==> config.mk <==
export PLATFORM = sky130hd
export DESIGN_NAME = gregorian_date_add_days
export DESIGN_NICKNAME = d
export VERILOG_FILES = /design/src/hdl/gda_pkg.sv /design/src/hdl/gda_sequencer.sv /design/src/hdl/gda_datapath.sv /design/src/hdl/gregorian_date_add_days.sv
export SDC_FILE = /design/constraint.sdc
export NUM_CORES = 1
export LEC_CHECK = 0
export BUFFER_PORTS_ARGS = -buffer_cell sky130_fd_sc_hd__buf_2
export CAP_MARGIN = 10
export CORE_MARGIN = 2
export CORE_UTILIZATION = 40
export CTS_BUF_LIST = sky130_fd_sc_hd__clkbuf_8
export DETAILED_ROUTE_END_ITERATION = 8
export HOLD_SLACK_MARGIN = 0.1
export SYNTH_ARGS = -nofsm -noshare
export SYNTH_HDL_FRONTEND = slang
export SYNTH_HIERARCHICAL = 1
export SYNTH_SLANG_ARGS = --single-unit
==> constraint.sdc <==
create_clock -name clk -period 14 [get_ports clk]
set_clock_uncertainty 0.1 [all_clocks]
set_input_delay 1.4 -clock clk [delete_from_list [all_inputs] [get_ports clk]]
set_output_delay 1.4 -clock clk [all_outputs]
set_load 0.03 [all_outputs]
==> src/hdl/gda_pkg.sv <==
package gda_pkg;

    // Field widths
    localparam int YEAR_IN_W  = 15;
    localparam int YEAR_OUT_W = 16;
    localparam int MONTH_W    = 4;
    localparam int DAY_W      = 5;
    localparam int ADD_W      = 15;
    localparam int REM_W      = 16;   // day ordinal plus day count, at most 33133
    localparam int QUO_W      = 9;    // start year / 100, at most 327
    localparam int R100_W     = 7;
    localparam int PC_W       = 4;

    // Reciprocal of 100 for years below 2^15: q = (y * RECIP_100) >> RECIP_SHIFT
    localparam int RECIP_SHIFT = 22;
    localparam logic [15:0] RECIP_100 = 16'd41944;
    localparam logic [R100_W-1:0] HUNDRED = 7'd100;
    localparam logic [R100_W-1:0] R100_LAST = 7'd99;

    localparam logic [MONTH_W-1:0] MONTH_FEB = 4'd2;
    localparam logic [MONTH_W-1:0] MONTH_DEC = 4'd12;
    localparam logic [8:0] YEAR_LEN_LEAP = 9'd366;
    localparam logic [8:0] YEAR_LEN_NORM = 9'd365;

    // Datapath operations
    typedef enum logic [3:0] {
        OP_NOP,
        OP_LOAD,
        OP_DIVQ,
        OP_DIVR,
        OP_ORD,
        OP_YEAR,
        OP_MRST,
        OP_MONTH,
        OP_EMIT,
        OP_EMIT_BAD
    } op_t;

    // Jump conditions
    typedef enum logic [2:0] {
        COND_ALWAYS,
        COND_IN_VALID,
        COND_OUT_FREE,
        COND_BAD,
        COND_M_LT_START,
        COND_YEAR_STEP,
        COND_MONTH_STEP
    } cond_t;

    // One control word: op runs and pc jumps to target when cond holds,
    // otherwise pc holds or advances
    typedef struct packed {
        op_t             op;
        cond_t           cond;
        logic [PC_W-1:0] target;
        logic            hold;
    } uword_t;

    // Flags from the datapath to the sequencer
    typedef struct packed {
        logic bad;
        logic m_lt_start;
        logic year_step;
        logic month_step;
    } dp_flags_t;

    // Controls from the sequencer to the datapath
    typedef struct packed {
        op_t  op;
        logic in_ready;
    } ctrl_t;

    // Step addresses
    localparam logic [PC_W-1:0] STEP_WAIT     = 4'd0;
    localparam logic [PC_W-1:0] STEP_DIVQ     = 4'd1;
    localparam logic [PC_W-1:0] STEP_DIVR     = 4'd2;
    localparam logic [PC_W-1:0] STEP_CHECK    = 4'd3;
    localparam logic [PC_W-1:0] STEP_ORD      = 4'd4;
    localparam logic [PC_W-1:0] STEP_YEAR     = 4'd5;
    localparam logic [PC_W-1:0] STEP_MRST     = 4'd6;
    localparam logic [PC_W-1:0] STEP_MONTH    = 4'd7;
    localparam logic [PC_W-1:0] STEP_EMIT     = 4'd8;
    localparam logic [PC_W-1:0] STEP_EMIT_BAD = 4'd9;
    localparam logic [PC_W-1:0] STEP_LAST     = STEP_EMIT_BAD;

    // Month length; zero for a month outside 1..12
    function automatic logic [DAY_W-1:0] month_len(input logic [MONTH_W-1:0] m,
                                                   input logic leap);
        logic [DAY_W-1:0] len;
        unique case (m)
            4'd1, 4'd3, 4'd5, 4'd7, 4'd8, 4'd10, 4'd12: len = 5'd31;
            4'd4, 4'd6, 4'd9, 4'd11:                    len = 5'd30;
            MONTH_FEB:                                  len = leap ? 5'd29 : 5'd28;
            default:                                    len = 5'd0;
        endcase
        return len;
    endfunction

    // Control store
    function automatic uword_t ucode(input logic [PC_W-1:0] pc);
        uword_t w;
        unique case (pc)
            STEP_WAIT:     w = '{OP_LOAD,     COND_IN_VALID,   STEP_DIVQ,  1'b1};
            STEP_DIVQ:     w = '{OP_DIVQ,     COND_ALWAYS,     STEP_DIVR,  1'b0};
            STEP_DIVR:     w = '{OP_DIVR,     COND_ALWAYS,     STEP_CHECK, 1'b0};
            STEP_CHECK:    w = '{OP_NOP,      COND_BAD,        STEP_EMIT_BAD, 1'b0};
            STEP_ORD:      w = '{OP_ORD,      COND_M_LT_START, STEP_ORD,   1'b0};
            STEP_YEAR:     w = '{OP_YEAR,     COND_YEAR_STEP,  STEP_YEAR,  1'b0};
            STEP_MRST:     w = '{OP_MRST,     COND_ALWAYS,     STEP_MONTH, 1'b0};
            STEP_MONTH:    w = '{OP_MONTH,    COND_MONTH_STEP, STEP_MONTH, 1'b0};
            STEP_EMIT:     w = '{OP_EMIT,     COND_OUT_FREE,   STEP_WAIT,  1'b1};
            STEP_EMIT_BAD: w = '{OP_EMIT_BAD, COND_OUT_FREE,   STEP_WAIT,  1'b1};
            default:       w = '{OP_NOP,      COND_ALWAYS,     STEP_WAIT,  1'b0};
        endcase
        return w;
    endfunction

endpackage

==> src/hdl/gda_sequencer.sv <==
module gda_sequencer
    import gda_pkg::*;
(
    input  logic      clk,
    input  logic      rst_n,
    input  logic      in_valid,
    input  logic      out_free,
    input  dp_flags_t flags,
    output ctrl_t     ctrl
);

    logic [PC_W-1:0] pc_reg;
    logic [PC_W-1:0] pc_next;
    uword_t          word;
    logic            taken;

    // Hold the step counter
    always_ff @(posedge clk or negedge rst_n)
    begin
        if (!rst_n)
        begin
            pc_reg <= STEP_WAIT;
        end
        else
        begin
            pc_reg <= pc_next;
        end
    end

    // Decode the current word and pick the next step
    always_comb
    begin
        word = ucode(pc_reg);
        unique case (word.cond)
            COND_ALWAYS:     taken = 1'b1;
            COND_IN_VALID:   taken = in_valid;
            COND_OUT_FREE:   taken = out_free;
            COND_BAD:        taken = flags.bad;
            COND_M_LT_START: taken = flags.m_lt_start;
            COND_YEAR_STEP:  taken = flags.year_step;
            COND_MONTH_STEP: taken = flags.month_step;
            default:         taken = 1'b1;
        endcase
        if (taken)
        begin
            pc_next = word.target;
        end
        else if (word.hold)
        begin
            pc_next = pc_reg;
        end
        else
        begin
            pc_next = pc_reg + 1'b1;
        end
        ctrl.op       = taken ? word.op : OP_NOP;
        ctrl.in_ready = (word.op == OP_LOAD);
    end

    a_pc_range: assert property (@(posedge clk) disable iff (!rst_n)
        pc_reg <= STEP_LAST)
        else $error("step counter beyond program");

    a_accept_starts: assert property (@(posedge clk) disable iff (!rst_n)
        (ctrl.in_ready && in_valid) |=> pc_reg == STEP_DIVQ)
        else $error("accepted request did not start the program");

endmodule

==> src/hdl/gda_datapath.sv <==
module gda_datapath
    import gda_pkg::*;
(
    input  logic                  clk,
    input  logic                  rst_n,
    input  ctrl_t                 ctrl,
    input  logic [YEAR_IN_W-1:0]  start_year,
    input  logic [MONTH_W-1:0]    start_month,
    input  logic [DAY_W-1:0]      start_day,
    input  logic [ADD_W-1:0]      days_to_add,
    output dp_flags_t             flags,
    output logic [YEAR_OUT_W-1:0] res_year,
    output logic [MONTH_W-1:0]    res_month,
    output logic [DAY_W-1:0]      res_day
);

    logic [YEAR_OUT_W-1:0] year_reg,  year_next;
    logic [MONTH_W-1:0]    smonth_reg, smonth_next;
    logic [DAY_W-1:0]      sday_reg,  sday_next;
    logic [ADD_W-1:0]      add_reg,   add_next;
    logic [QUO_W-1:0]      quo_reg,   quo_next;
    logic [R100_W-1:0]     r100_reg,  r100_next;
    logic [1:0]            q4_reg,    q4_next;
    logic [MONTH_W-1:0]    m_reg,     m_next;
    logic [REM_W-1:0]      rem_reg,   rem_next;

    logic [30:0]           prod;
    logic [YEAR_OUT_W-1:0] quo_x100;
    logic [YEAR_OUT_W-1:0] year_mod;
    logic                  leap;
    logic [8:0]            year_len;
    logic [DAY_W-1:0]      cur_mlen;
    logic [DAY_W-1:0]      start_mlen;

    // Payload registers
    always_ff @(posedge clk)
    begin
        year_reg   <= year_next;
        smonth_reg <= smonth_next;
        sday_reg   <= sday_next;
        add_reg    <= add_next;
        quo_reg    <= quo_next;
        r100_reg   <= r100_next;
        q4_reg     <= q4_next;
        m_reg      <= m_next;
        rem_reg    <= rem_next;
    end

    // Leap status of the current year from its remainder and quotient by 100
    always_comb
    begin
        leap       = (year_reg[1:0] == 2'd0) && ((r100_reg != '0) || (q4_reg == 2'd0));
        year_len   = leap ? YEAR_LEN_LEAP : YEAR_LEN_NORM;
        cur_mlen   = month_len(m_reg, leap);
        start_mlen = month_len(smonth_reg, leap);
        prod       = 31'(year_reg[YEAR_IN_W-1:0]) * 31'(RECIP_100);
        quo_x100   = YEAR_OUT_W'(quo_reg) * YEAR_OUT_W'(HUNDRED);
        year_mod   = year_reg - quo_x100;
    end

    // Flags for the sequencer
    always_comb
    begin
        flags.bad        = (smonth_reg == '0) || (smonth_reg > MONTH_DEC) ||
                           (sday_reg == '0) || (sday_reg > start_mlen);
        flags.m_lt_start = (m_reg < smonth_reg);
        flags.year_step  = (REM_W'(year_len) < rem_reg);
        flags.month_step = (REM_W'(cur_mlen) < rem_reg) && (m_reg < MONTH_DEC);
    end

    // Execute the current operation
    always_comb
    begin
        year_next   = year_reg;
        smonth_next = smonth_reg;
        sday_next   = sday_reg;
        add_next    = add_reg;
        quo_next    = quo_reg;
        r100_next   = r100_reg;
        q4_next     = q4_reg;
        m_next      = m_reg;
        rem_next    = rem_reg;
        unique case (ctrl.op)
            OP_LOAD:
            begin
                year_next   = YEAR_OUT_W'(start_year);
                smonth_next = start_month;
                sday_next   = start_day;
                add_next    = days_to_add;
            end
            OP_DIVQ:
            begin
                quo_next = prod[RECIP_SHIFT +: QUO_W];
            end
            OP_DIVR:
            begin
                r100_next = year_mod[R100_W-1:0];
                q4_next   = quo_reg[1:0];
                m_next    = MONTH_W'(1);
                rem_next  = REM_W'(sday_reg) + REM_W'(add_reg);
            end
            OP_ORD:
            begin
                rem_next = rem_reg + REM_W'(cur_mlen);
                m_next   = m_reg + 1'b1;
            end
            OP_YEAR:
            begin
                rem_next  = rem_reg - REM_W'(year_len);
                year_next = year_reg + 1'b1;
                if (r100_reg == R100_LAST)
                begin
                    r100_next = '0;
                    q4_next   = q4_reg + 1'b1;
                end
                else
                begin
                    r100_next = r100_reg + 1'b1;
                end
            end
            OP_MRST:
            begin
                m_next = MONTH_W'(1);
            end
            OP_MONTH:
            begin
                rem_next = rem_reg - REM_W'(cur_mlen);
                m_next   = m_reg + 1'b1;
            end
            OP_NOP, OP_EMIT, OP_EMIT_BAD:
            begin
            end
            default:
            begin
            end
        endcase
    end

    // Result fields; the bad path echoes the start date
    always_comb
    begin
        res_year = year_reg;
        if (ctrl.op == OP_EMIT_BAD)
        begin
            res_month = smonth_reg;
            res_day   = sday_reg;
        end
        else
        begin
            res_month = m_reg;
            res_day   = rem_reg[DAY_W-1:0];
        end
    end

    a_year_advance: assert property (@(posedge clk) disable iff (!rst_n)
        ctrl.op == OP_YEAR |=> year_reg == $past(year_reg) + 1'b1)
        else $error("year did not advance on a year step");

    a_r100_range: assert property (@(posedge clk) disable iff (!rst_n)
        ctrl.op == OP_YEAR |=> r100_reg < HUNDRED)
        else $error("year remainder by 100 out of range");

endmodule

==> src/hdl/gregorian_date_add_days.sv <==
// Channel   Dir  Fields (tdata from bit 0 up)                        Extra
// s_axis    in   start_year[14:0] start_month[18:15] start_day[23:19]  -
//                days_to_add[38:24], bit 39 zero
// m_axis    out  end_year[15:0] end_month[19:16] end_day[24:20],      tuser: bad_input
//                bits 31:25 zero
//
// One request at a time: the program loads, divides, takes the remainder and checks, then sums
// the months before the start month, steps off whole years, then whole months, and emits.
// An invalid start date skips the stepping and goes from the check straight to emitting.
// The result waits in an output register, so a new request is taken while it waits;
// the program stalls at its emit step only while the previous result is still unread.
// Reset (rst_n, asynchronous) returns the program to its wait step and empties the output.
module gregorian_date_add_days
    import gda_pkg::*;
(
    input  logic        clk,
    input  logic        rst_n,
    input  logic        s_axis_tvalid,
    output logic        s_axis_tready,
    input  logic [39:0] s_axis_tdata,   // start_year, start_month, start_day, days_to_add
    output logic        m_axis_tvalid,
    input  logic        m_axis_tready,
    output logic [31:0] m_axis_tdata,   // end_year, end_month, end_day
    output logic        m_axis_tuser    // bad_input
);

    ctrl_t                 ctrl;
    dp_flags_t             flags;
    logic                  out_free;
    logic [YEAR_OUT_W-1:0] res_year;
    logic [MONTH_W-1:0]    res_month;
    logic [DAY_W-1:0]      res_day;
    logic                  emit;

    logic                  out_valid_reg, out_valid_next;
    logic [YEAR_OUT_W-1:0] out_year_reg,  out_year_next;
    logic [MONTH_W-1:0]    out_month_reg, out_month_next;
    logic [DAY_W-1:0]      out_day_reg,   out_day_next;
    logic                  out_bad_reg,   out_bad_next;

    gda_sequencer u_seq (
        .clk      (clk),
        .rst_n    (rst_n),
        .in_valid (s_axis_tvalid),
        .out_free (out_free),
        .flags    (flags),
        .ctrl     (ctrl)
    );

    gda_datapath u_dp (
        .clk         (clk),
        .rst_n       (rst_n),
        .ctrl        (ctrl),
        .start_year  (s_axis_tdata[14:0]),
        .start_month (s_axis_tdata[18:15]),
        .start_day   (s_axis_tdata[23:19]),
        .days_to_add (s_axis_tdata[38:24]),
        .flags       (flags),
        .res_year    (res_year),
        .res_month   (res_month),
        .res_day     (res_day)
    );

    assign s_axis_tready = ctrl.in_ready;
    assign out_free      = !out_valid_reg || m_axis_tready;
    assign emit          = (ctrl.op == OP_EMIT) || (ctrl.op == OP_EMIT_BAD);

    // Output register: load on emit, drop when taken
    always_comb
    begin
        out_valid_next = out_valid_reg;
        out_year_next  = out_year_reg;
        out_month_next = out_month_reg;
        out_day_next   = out_day_reg;
        out_bad_next   = out_bad_reg;
        if (emit)
        begin
            out_valid_next = 1'b1;
            out_year_next  = res_year;
            out_month_next = res_month;
            out_day_next   = res_day;
            out_bad_next   = (ctrl.op == OP_EMIT_BAD);
        end
        else if (m_axis_tready)
        begin
            out_valid_next = 1'b0;
        end
    end

    always_ff @(posedge clk or negedge rst_n)
    begin
        if (!rst_n)
        begin
            out_valid_reg <= 1'b0;
        end
        else
        begin
            out_valid_reg <= out_valid_next;
        end
    end

    always_ff @(posedge clk)
    begin
        out_year_reg  <= out_year_next;
        out_month_reg <= out_month_next;
        out_day_reg   <= out_day_next;
        out_bad_reg   <= out_bad_next;
    end

    assign m_axis_tvalid = out_valid_reg;
    assign m_axis_tdata  = {7'd0, out_day_reg, out_month_reg, out_year_reg};
    assign m_axis_tuser  = out_bad_reg;

    a_emit_free: assert property (@(posedge clk) disable iff (!rst_n)
        emit |-> (!out_valid_reg || m_axis_tready))
        else $error("result written over an unread result");

endmodule

Yosys cells after proc, flatten, opt, wreduce, memory -nomap -nowiden
Memories as Yosys holds them, arrays and structs flattened. Cells that the tools add are included.

$add $sub $neg: 10. Multiply operators: 2. Order comparisons: 6. Equality and inequality tests: 43. Mux-type cells: 19. Reductions and logical operators: 26.

Operators by type and width (number): 16-bit one-hot mux with 4 select lines (1); 4-bit by 3-bit equality test with 1-bit output, second input constant (12); 4-bit equality test, second input constant (12); 16-bit one-hot mux with 2 select lines (1); 5-bit one-hot mux with 3 select lines (2); 15-bit by 13-bit multiplier with 28-bit output, second input constant (1); 4-bit by 2-bit equality test with 1-bit output, second input constant (6); 16-bit by 1-bit adder with 16-bit output, second input constant (1); 16-bit by 5-bit adder with 16-bit output (1); 5-bit by 15-bit adder with 16-bit output (1); 4-bit by 1-bit equality test with 1-bit output, second input constant (4); 5-bit by 16-bit less-than comparator with 1-bit output (1); 9-bit by 16-bit less-than comparator with 1-bit output (1); 4-bit two-way mux (4); 16-bit by 5-bit subtractor with 16-bit output (1); 16-bit by 9-bit subtractor with 16-bit output (1); 7-bit one-hot mux with 2 select lines (1); 7-bit OR reduction (2); 3-bit equality test, second input constant (3); 9-bit by 5-bit multiplier with 5-bit output, second input constant (1); 4-bit by 1-bit adder with 4-bit output, second input constant (2); 4-bit one-hot mux with 2 select lines (1); 2-bit nonzero test (4); 4-bit OR reduction (2); other kinds (28) (40).

Bits in registers: 109. Bits in read-only memories: 192. Output and inout port bits: 35. Word-level logic and storage cells: 122. Memories: 1.

Memory list: (name not given) (words 16, width 12, rd ports 1, clocked after Yosys merged registers in 0, write ports 0, line gda_pkg.sv:102) `unique case (pc)`.

Depth between registers and ports, before layout
Depth after elaboration: 12. Depth in mapped cells: 28. Depth with buffers taken out: 26.

Modules after synthesis
Netlist, hierarchy kept.

By module, submodules not included: gda_datapath (times used 1, cells each 966, area an instance 9175.0 um^2); gregorian_date_add_days (times used 1, cells each 39, area an instance 893.4 um^2); gda_sequencer (times used 1, cells each 72, area an instance 584.3 um^2).

Worst setup path after synthesis
No wires, ideal clock.

Path kind: register -> register. Start: reg u_dp.r100_reg[0]. End: reg u_dp.add_reg[0] (enable). Library setup time: 0.435 ns. Arrival: 5.447 ns. Data required time: 13.465 ns. Slack: 8.018 ns. Cell stages (with the launch flop): 21. Buffers on the path: 0. Period minus slack after synthesis: 5.982 ns. Path through: edfxtp_1 -> inv_1 -> ha_1 -> nor4b_1 -> a21boi_0 -> a2111oi_0 -> a21oi_1 -> ha_1 -> fa_1 -> o21bai_1 -> a21oi_1 -> o21ai_0 -> o31ai_1 -> a32oi_1 -> o21ai_0 -> a211oi_2 -> nor3_1 -> a21oi_1 -> nor2b_1 -> nand2b_1 -> nor3_1.

RTL lines: start: declaration (line gda_datapath.sv:22) `logic [R100_W-1:0] r100_reg, r100_next;`; start signal: assignment (line gda_datapath.sv:43) `r100_reg <= r100_next;`; end signal: assignment (line gda_datapath.sv:41) `add_reg <= add_next;`; end: declaration (line gda_datapath.sv:20) `logic [ADD_W-1:0] add_reg, add_next;`.

==> run metrics <==
run status=complete, but fails checks; failing checks=DRC; wire per inst=about 17 µm; Post-synth EDFFs=100; Max-Cap Viols=0; drt drc=5; unrepaired setup endpoints after global routing=no; Unique masters post-synth=89; crit-path max FO=21; core area=roughly 0.026 mm²; pin slew with the least headroom to its limit=0.932 ns; CP endpoint kind=flop; Detail Placement HPWL=19,900 µm; Post-Synth XOR/XNOR Area=between 4 and 5%; vias=7,875; Clock Tree Root=clkbuf_8; drt total wl=25,600 µm; fin crit period=6.90 ns; Yosys warnings=6; sequential share of the synthesized area=29.4%; Via density=5.34; Fin. Hold Viols=0; WS Path Type=reg -> reg; Net count, final=approximately 1,400; post-synthesis mux area share=1.21%; Tcrit/Tclk final=49.3%; hold depth=0; total CTS buffers=9; Routed Antenna Nets=0; crit path DAT=roughly 7.0 ns; clock tree buffer depth=2; GPL Wtd Cong=just under 0.9; most common cell after layout, fill and taps aside=inv_1; n_diodes=0; post-synthesis average cell area=9.89 µm²; clock sink count=between 100 and 150; Worst setup SP type=flop; grt total ovfl=0; post-synthesis cell count=1,077; share of layout cells above drive strength 1=11.1%; pin count of the biggest net entering global routing=43; clock transition at the registers of the reported paths=0.10 ns; initial antenna violation count=0; drt pass-1 iters=6; Required @ worst endpoint=14.12 ns; vias in the first global route=between 8,000 and 9,000; RR Startpoint=u_dp/r100_reg[0]; TritonCTS clock tree=done; die area=approximately 0.028 mm²; R2R depth=24; Port Buffers=70; Fill cells=2,553; Setup violations, final=0; compound-cell area share of the yosys netlist=between 10% and 20%; Final Max Slew Viols=0; # H-tree levels=3; Mapped Area=0.0107 mm²; first-pass GRT wire length=41,900 µm; ys async rst share=4.76%; Post CTS Setup Buffer Count=0; synthesized flop and latch total=~110; Starting Density=around two fifths; Ports=79; relative slew slack=between 30 and 40%; Worst Setup SP=u_dp/r100_reg[0]; # resized after CTS=0; Post-CTS Hold Fix Bufs=0; simple-gate portion of the synthesized area=12.2%; gr usage total=18.9%; Iteration-0 DRC Markers=525; Hold Startpoint=u_dp/res_year[15]; Max Freq=0.145 GHz; synthesis-to-layout area growth=8.43%; worst-skew pair later-pin latency=0.40 ns; row cnt=59; Primary FF master, synth=edfxtp_1; final setup TNS=0 ns; Die Height=167 µm; die width=between 150 and 200 µm; largest family of logic cells by synthesized area=adder cells; most frequent cells in the layout=inv_1 (175), ha_1 (143), edfxtp_1 (100); post-synthesis adder-cell area fraction=~31%; Hold Crit Class=reg -> reg
==> cells by family after synthesis <==
logic type               Yosys count
AO/OA/AOI/OAI                    223
XOR/XNOR                          55
adder cells (fa/ha/maj)          216
buffers and inverters            212
flip-flops                       105
multiplexers                      12
other                              1
AND/OR/NAND/NOR                  253
==> per-stage QoR <==
stage          instance area (µm²)  cells  util, %  hold slack, ns  worst slack (ns)
2_1_floorplan                10700   1083        -           0.348              8.02
3_3_place_gp                 11300   1459     43.4           0.386              7.19
3_5_place_dp                 11300   1459     43.4           0.388              7.20
4_1_cts                      11600   1475     44.2           0.413              7.12
5_1_grt                      11600   1475     44.2           0.428              6.54
6_report                     11600   1475     44.2           0.412              7.10
==> final timing paths <==
path / to / slack (ns)
setup / recovery: u_dp/rem_reg[9] / 7.10
min in group asynchronous: u_seq/pc_reg[1] / 0.69
hold reg to reg: out_year_reg[15] / 0.41
hold / removal: out_year_reg[15] / 0.41
setup reg to reg: u_dp/rem_reg[9] / 7.10
max in group asynchronous: u_seq/pc_reg[2] / 12.98
==> final cells by class <==
class	count	area, µm²	area share, %
Tap cell	335	419	3.63
Multi-Input combinational cell	766	6720	58.2
Clock inverter	7	95.1	0.823
Sequential cell	105	3130	27.1
Clock buffer	9	124	1.07
Inverter	175	657	5.69
Timing Repair Buffer	78	410	3.55
==> synthesized netlist by cell type (all sizes together) (9+ instances only) <==
cell	number	area (µm²)
xor2	21	184
a211oi	12	95.1
xnor2	34	298
edfxtp	100	3000
o22ai	9	56.3
o21ai	64	324
a21oi	48	248
and3	11	68.8
nor2b	9	56.3
nor2	52	198
inv	175	657
ha	143	1790
clkbuf	19	71.3
nand2b	23	144
nand3	24	120
nor3	20	116
nand2	71	267
fa	73	1460
buf	18	123
==> critical path: stages (launching register included) <==
cell	delay, ns
edfxtp_1	0.44
inv_1	0.08
ha_1	0.17
nor4b_1	0.26
a21boi_0	0.32
a2111oi_0	0.48
a21oi_1	0.12
ha_1	0.24
fa_1	0.45
o21bai_1	0.15
a21oi_1	0.12
o21ai_0	0.28
o31ai_1	0.13
a32oi_1	0.27
o21ai_0	0.17
a211oi_2	0.30
nor3_1	0.08
a21oi_1	0.27
nor2b_1	0.76
and4bb_2	0.70
nand2_1	0.10
a31o_2	0.23
o21ai_0	0.22
a311oi_1	0.10
o22ai_1	0.19
==> routing by layer <==
metal	track usage [%]	routed length [µm]	vias to the layer above
met1	25.6	11800	3823
li1	-	-	3846
met2	32.0	12400	175
met4	5.97	557	0
met3	2.03	860	31
met5	0	0	-
Power is left out: the tool's default activity adds up to more than one toggle a clock period on the data nets, which glitch-free logic cannot reach.
